File: config.mk
export PLATFORM = sky130hd
export DESIGN_NAME = min_priority_queue_array
export DESIGN_NICKNAME = d
export VERILOG_FILES = /design/src/rtl/mpqa_pkg.sv /design/src/rtl/mpqa_cell.sv /design/src/rtl/min_priority_queue_array.sv
export SDC_FILE = /design/constraint.sdc
export NUM_CORES = 2
export LEC_CHECK = 0
export ABC_AREA = 1
export BUFFER_PORTS_ARGS = -buffer_cell sky130_fd_sc_hd__buf_4
export CAP_MARGIN = 10
export CORE_ASPECT_RATIO = 1.25
export CORE_UTILIZATION = 50
export DETAILED_ROUTE_END_ITERATION = 8
export HOLD_SLACK_MARGIN = 0.15
export PLACE_DENSITY = 0.67
export RECOVER_POWER = 50
export SETUP_SLACK_MARGIN = 0.02
export SYNTH_ARGS = -nofsm -noshare
export SYNTH_HDL_FRONTEND = slang
export SYNTH_SLANG_ARGS = --single-unit
File: constraint.sdc
create_clock -name clock -period 4.7 [get_ports clock]
set_clock_uncertainty 0.1 [all_clocks]
set_input_delay 1.41 -clock clock [delete_from_list [all_inputs] [get_ports clock]]
set_output_delay 1.41 -clock clock [all_outputs]
set_load 0.1 [all_outputs]
File: src/rtl/mpqa_pkg.sv
`timescale 1ns / 1ps
// ----------------------------------------------------------------------------
// mpqa_pkg: shared types and constants of the min-priority queue
// Payload structs, command and status codes, and the cell control struct.
// ----------------------------------------------------------------------------
package mpqa_pkg;

   localparam int DEPTH     = 16;
   localparam int COUNT_W   = $clog2(DEPTH + 1);
   localparam int CAP_W     = 5;
   localparam int VALUE_W   = 32;
   localparam int STATUS_W  = 2;
   localparam int ENTRY_W   = 5;
   localparam int LIM_W     = (COUNT_W > CAP_W) ? COUNT_W : CAP_W;

   localparam logic [CAP_W-1:0] CAP_RESET = CAP_W'(16);

   localparam logic CMD_ENQ = 1'b0;
   localparam logic CMD_DEQ = 1'b1;

   localparam logic [STATUS_W-1:0] ST_DONE  = 2'd0;
   localparam logic [STATUS_W-1:0] ST_FULL  = 2'd1;
   localparam logic [STATUS_W-1:0] ST_EMPTY = 2'd2;

   typedef struct packed {
      logic                      cmd;
      logic signed [VALUE_W-1:0] push_value;
   } req_payload_type;

   typedef struct packed {
      logic [STATUS_W-1:0]       status;
      logic signed [VALUE_W-1:0] popped_value;
      logic [ENTRY_W-1:0]        entry_count;
   } rsp_payload_type;

   typedef struct packed {
      logic insert;
      logic remove;
   } cell_ctrl_type;

endpackage

File: src/rtl/mpqa_cell.sv
`timescale 1ns / 1ps
// ----------------------------------------------------------------------------
// mpqa_cell: one slot of the sorted cell chain
// Holds one value. On insert it keeps its value, takes the new value, or
// takes its left neighbor's value; on remove it takes its right neighbor's.
// ----------------------------------------------------------------------------
module mpqa_cell (
   input  logic                               clock,
   input  mpqa_pkg::cell_ctrl_type            ctrl_i,
   input  logic                               occupied_i,
   input  logic signed [mpqa_pkg::VALUE_W-1:0] new_value_i,
   input  logic signed [mpqa_pkg::VALUE_W-1:0] left_value_i,
   input  logic                               left_yield_i,
   input  logic signed [mpqa_pkg::VALUE_W-1:0] right_value_i,
   output logic signed [mpqa_pkg::VALUE_W-1:0] value_o,
   output logic                               yield_o
);

   logic signed [mpqa_pkg::VALUE_W-1:0] value_ff;
   logic signed [mpqa_pkg::VALUE_W-1:0] value_in;

   // The cell gives way when it is empty or the new value sorts strictly before it,
   // so equal values stay behind the older copies.
   assign yield_o = !occupied_i || (new_value_i < value_ff);
   assign value_o = value_ff;

   always_comb begin
      value_in = value_ff;
      if (ctrl_i.remove) begin
         value_in = right_value_i;
      end else if (ctrl_i.insert) begin
         if (left_yield_i) begin
            value_in = left_value_i;
         end else if (yield_o) begin
            value_in = new_value_i;
         end
      end
   end

   always_ff @(posedge clock) begin
      value_ff <= value_in;
   end

endmodule

File: src/rtl/min_priority_queue_array.sv
`timescale 1ns / 1ps
// ----------------------------------------------------------------------------
// min_priority_queue_array: bounded min-priority queue on a chain of cells
// Commands are registered, then executed by the sorted chain.
// ----------------------------------------------------------------------------
// The command is held in the staging register and executed by the chain; the
// result is then registered onto rsp_valid and rsp_payload.
// Throughput: one command per cycle; busy stays low, and the chain of sorted
// cells finishes an insert or a removal without stalling.
// Reset: clears the entry count and any command in flight and sets the
// capacity to 16; stored cell values are not cleared.
module min_priority_queue_array (
   input  logic                             clock,
   input  logic                             reset,
   input  logic                             start,
   output logic                             busy,
   input  mpqa_pkg::req_payload_type        req_payload,
   output logic                             rsp_valid,
   output mpqa_pkg::rsp_payload_type        rsp_payload,
   input  logic                             csr_valid,
   output logic                             csr_ready,
   input  logic [mpqa_pkg::CAP_W-1:0]       csr_data
);

   localparam int N = mpqa_pkg::DEPTH;

   logic                               stg_valid_ff;
   logic                               stg_valid_in;
   mpqa_pkg::req_payload_type          stg_payload_ff;
   logic [mpqa_pkg::COUNT_W-1:0]       count_ff;
   logic [mpqa_pkg::COUNT_W-1:0]       count_in;
   logic [mpqa_pkg::CAP_W-1:0]         cap_ff;
   logic                               rsp_valid_ff;
   mpqa_pkg::rsp_payload_type          rsp_payload_ff;
   mpqa_pkg::rsp_payload_type          rsp_payload_in;

   mpqa_pkg::cell_ctrl_type            cell_ctrl;
   logic                               is_enq;
   logic                               is_full;
   logic                               is_empty;
   logic signed [mpqa_pkg::VALUE_W-1:0] cell_value [N];
   logic                               cell_yield [N];
   logic                               cell_occ   [N];

   assign busy      = 1'b0;
   assign csr_ready = 1'b1;
   assign stg_valid_in = start && !busy;

   always_ff @(posedge clock) begin
      if (reset) begin
         stg_valid_ff <= 1'b0;
      end else begin
         stg_valid_ff <= stg_valid_in;
      end
      if (stg_valid_in) begin
         stg_payload_ff <= req_payload;
      end
   end

   always_ff @(posedge clock) begin
      if (reset) begin
         cap_ff <= mpqa_pkg::CAP_RESET;
      end else if (csr_valid && csr_ready) begin
         cap_ff <= csr_data;
      end
   end

   // Execute stage decisions.
   assign is_enq   = (stg_payload_ff.cmd == mpqa_pkg::CMD_ENQ);
   assign is_empty = (count_ff == '0);
   assign is_full  = (count_ff >= mpqa_pkg::COUNT_W'(N)) ||
                     (mpqa_pkg::LIM_W'(count_ff) >= mpqa_pkg::LIM_W'(cap_ff));

   assign cell_ctrl.insert = stg_valid_ff && is_enq && !is_full;
   assign cell_ctrl.remove = stg_valid_ff && !is_enq && !is_empty;

   always_comb begin
      count_in = count_ff;
      if (cell_ctrl.insert) begin
         count_in = count_ff + 1'b1;
      end else if (cell_ctrl.remove) begin
         count_in = count_ff - 1'b1;
      end
   end

   always_comb begin
      rsp_payload_in.status       = mpqa_pkg::ST_DONE;
      rsp_payload_in.popped_value = '0;
      rsp_payload_in.entry_count  = mpqa_pkg::ENTRY_W'(count_in);
      if (is_enq) begin
         if (is_full) begin
            rsp_payload_in.status = mpqa_pkg::ST_FULL;
         end
      end else if (is_empty) begin
         rsp_payload_in.status = mpqa_pkg::ST_EMPTY;
      end else begin
         // The head cell always holds the smallest stored value.
         rsp_payload_in.popped_value = cell_value[0];
      end
   end

   always_ff @(posedge clock) begin
      if (reset) begin
         count_ff     <= '0;
         rsp_valid_ff <= 1'b0;
      end else begin
         count_ff     <= count_in;
         rsp_valid_ff <= stg_valid_ff;
      end
      if (stg_valid_ff) begin
         rsp_payload_ff <= rsp_payload_in;
      end
   end

   assign rsp_valid   = rsp_valid_ff;
   assign rsp_payload = rsp_payload_ff;

   for (genvar i = 0; i < N; i++) begin : g_cell
      localparam logic [mpqa_pkg::COUNT_W-1:0] IDX = mpqa_pkg::COUNT_W'(i);
      logic signed [mpqa_pkg::VALUE_W-1:0] left_value;
      logic                                left_yield;
      logic signed [mpqa_pkg::VALUE_W-1:0] right_value;

      assign cell_occ[i] = (IDX < count_ff);

      if (i == 0) begin : g_head
         assign left_value = '0;
         assign left_yield = 1'b0;
      end else begin : g_body
         assign left_value = cell_value[i-1];
         assign left_yield = cell_yield[i-1];
      end

      if (i == N - 1) begin : g_tail
         assign right_value = cell_value[i];
      end else begin : g_mid
         assign right_value = cell_value[i+1];
      end

      mpqa_cell u_cell (
         .clock         (clock),
         .ctrl_i        (cell_ctrl),
         .occupied_i    (cell_occ[i]),
         .new_value_i   (stg_payload_ff.push_value),
         .left_value_i  (left_value),
         .left_yield_i  (left_yield),
         .right_value_i (right_value),
         .value_o       (cell_value[i]),
         .yield_o       (cell_yield[i])
      );
   end

endmodule

==> reports/qor.yml <==
synth_ff_type: "edfxtp_1"
fin_tns_setup_ns: 0
grt_max_degree: 184
netlist_area_mm2: 0.04326
synth_nets: 6062
drive_above_1_share: 0.04490
via_per_inst: 5.464
cts_tree: "built"
syn-instance-count: 5547
final_cell_area_mm2: 0.04657
antenna_found_initial: 0
ys_seq_elements: 596
p_leak_nw: 22.61
hold_viol: 0
finalCritPeriodShare: 0.8580
layout.cells.non_filler: 6682
io_buffer_count: 81
setup_viol: 0
die_h_um: 330.9
place_area_mm2: 0.04475
worst_slack_ns: 0.6674
rows: 120
dp_hpwl_um: 86020
grt_pass1_wl_um: 188300
start_kind: "register"
min_period_ns: 4.033
grtUsageTotal: 0.2629
cts_setup_buffers: 0
grt_pass1_vias: 36187
drc_errors: 0
async_flop_share: 0
power_density_mw_per_mm2: 329.5
cts.clk_slew.worst_paths_ns: 0.06
diodes: 0
avgRoutedWirePerCell_um: 17.22
placed_cells: 6559
power_mw: 15.35
post-place-ws_ns: 0.9951
ios: 84
cp-end-kind: "register"
drt-initial-drc-count: 2659
fmax_ghz: 0.2480
hold_path_class: "reg -> reg"
synth_warnings: 0
insertion_delay_ns: 0.64
cts_max_path_buffers: 3
ctsHtreeMaxLevel: 3
rsz0062_at_grt: "no"
synth_edf_count: 584
hold_ws_ns: 0.3627
seq_area_frac_synth: 0.4110
fp.dieArea_mm2: 0.08770
yosysUniqueCellTypes: 38
worst_pin_slew_ns: 2.491
cts-root-buf: "clkbuf_16"
place.gp.congestion: 0.8741
wirelength_um: 115100
worstPathArrival_ns: 4.31
syn2layout_area_growth_pct: 7.668
cap_violations: 4
fillers: 8155
outcome: "finished with violations"
max_slew_margin: -0.6608
overflow: 0
cts_num_sinks: 596
fin_nets: 5987
num_vias: 36512
syn_avg_cell_area_um2: 7.798
utilization: 0.5432
yosysTopAreaCell: "edfxtp_1"
cts_buffers: 70
path_max_fanout: 33
synth_common_cells: "1870 x nand2_1, 668 x inv_1, 584 x edfxtp_1"
drv_slew: 310
path_class: "reg -> reg"
cts_hold_buf: 0
synth.area.top_cells: "edfxtp_1 41%, nand2_1 16%, ha_1 14%"
failed_checks: "capacitance limit, slew limit"
ant_nets: 0
core_mm2: 0.08573
dr.pass1.iters: 6
die_w_um: 265.1
yosysTopAreaCellShare: 0.4054
ctsResizeCount: 0
required_ns: 4.98
synth_most_common_cell: "nand2_1"
irDropWorstVdd_mv: 0.2342
start_util: 0.5046
==> area by class of cell <==
type / instances / area [µm²] / area share
Clock buffer: 91 / 1916 / 0.04113
Clock inverter: 32 / 160.2 / 0.003439
Inverter: 673 / 2534 / 0.05440
Multi-Input combinational cell: 3959 / 21600 / 0.4638
Sequential cell: 596 / 17780 / 0.3817
Tap cell: 1159 / 1450 / 0.03114
Timing Repair Buffer: 172 / 1137 / 0.02442
==> path summary, 6_finish.rpt <==
| check | startpoint | endpoint | slack (ns) | cells after the start |
|---|---|---|---|---|
| worst min-delay path | cap_ff[1] | cap_ff[1] | 0.36 | 2 |
| worst max register to register | stg_payload_ff[5] | g_cell[5].u_cell.value_o[5] | 0.67 | 15 |
| worst min register to register | cap_ff[1] | cap_ff[1] | 0.36 | 2 |
| worst max-delay path | stg_payload_ff[5] | g_cell[5].u_cell.value_o[5] | 0.67 | 15 |
==> where the power goes <==
| part | leakage (nW) | switching (mW) | internal, mW |
|---|---|---|---|
| Clock | 1.01 | 2.28 | 2.86 |
| Combinational | 16.1 | 2.44 | 1.06 |
| Sequential | 5.52 | 0.309 | 6.40 |
| Total | 22.6 | 5.03 | 10.3 |
==> flip-flops by register name (all words and copies together), names as in the netlist <==
register	count
rsp_valid	1
rsp_payload	39
g_cell.u_cell.value_o	512
count_ff	5
stg_payload_ff	33
stg_valid_ff	1
cap_ff	5
==> critical path, cell delays in order (launching register included) <==
cell and delay (ns):
edfxtp_1 0.87, ha_1 0.38, a21oi_1 0.16, nor2_1 0.06
nor3_1 0.13, nand2_1 0.12, nand2_1 0.07, nand2_1 0.13
nand2_1 0.11, nand3_1 0.07, clkbuf_2 0.44, nand3_2 0.22
clkbuf_2 0.56, nand2_1 0.12, nand3_1 0.10, nand2_1 0.08
==> cells by family after synthesis <==
family                     Yosys count  synth area share
AOI/OAI and AO/OA                  404           0.04744
xor gates and xnor gates             2         0.0004050
DFF                                596            0.4110
and+or+nand+nor                   3078            0.3111
buffers and inverters              992           0.09311
adders and majority gates          473            0.1368
other                                2         0.0001736
==> cell usage in the layout (no fill, tap or decap), types with 5 or more instances in the layout <==
master and instances:
a21oi_1 232, a21oi_4 9, buf_4 83, clkbuf_1 66
clkbuf_16 74, clkbuf_2 8, clkbuf_4 28, clkinv_1 21
clkinv_2 8, dfxtp_1 12, edfxtp_1 584, ha_1 473
inv_1 669, nand2_1 1870, nand3_1 571, nand3_2 9
nand3b_1 6, nand4_1 409, nor2_1 169, nor3_1 33
o21ai_0 143, o21ai_2 5
==> layer usage <==
layer	vias up	share of wire	global-route usage
met4	0	0.026	0.08331
met3	161	0.043	0.02877
met1	16906	0.42	0.3208
met5	-	0	0
li1	18568	-	-
met2	877	0.51	0.4829
Power figures use the tool's default switching activity.
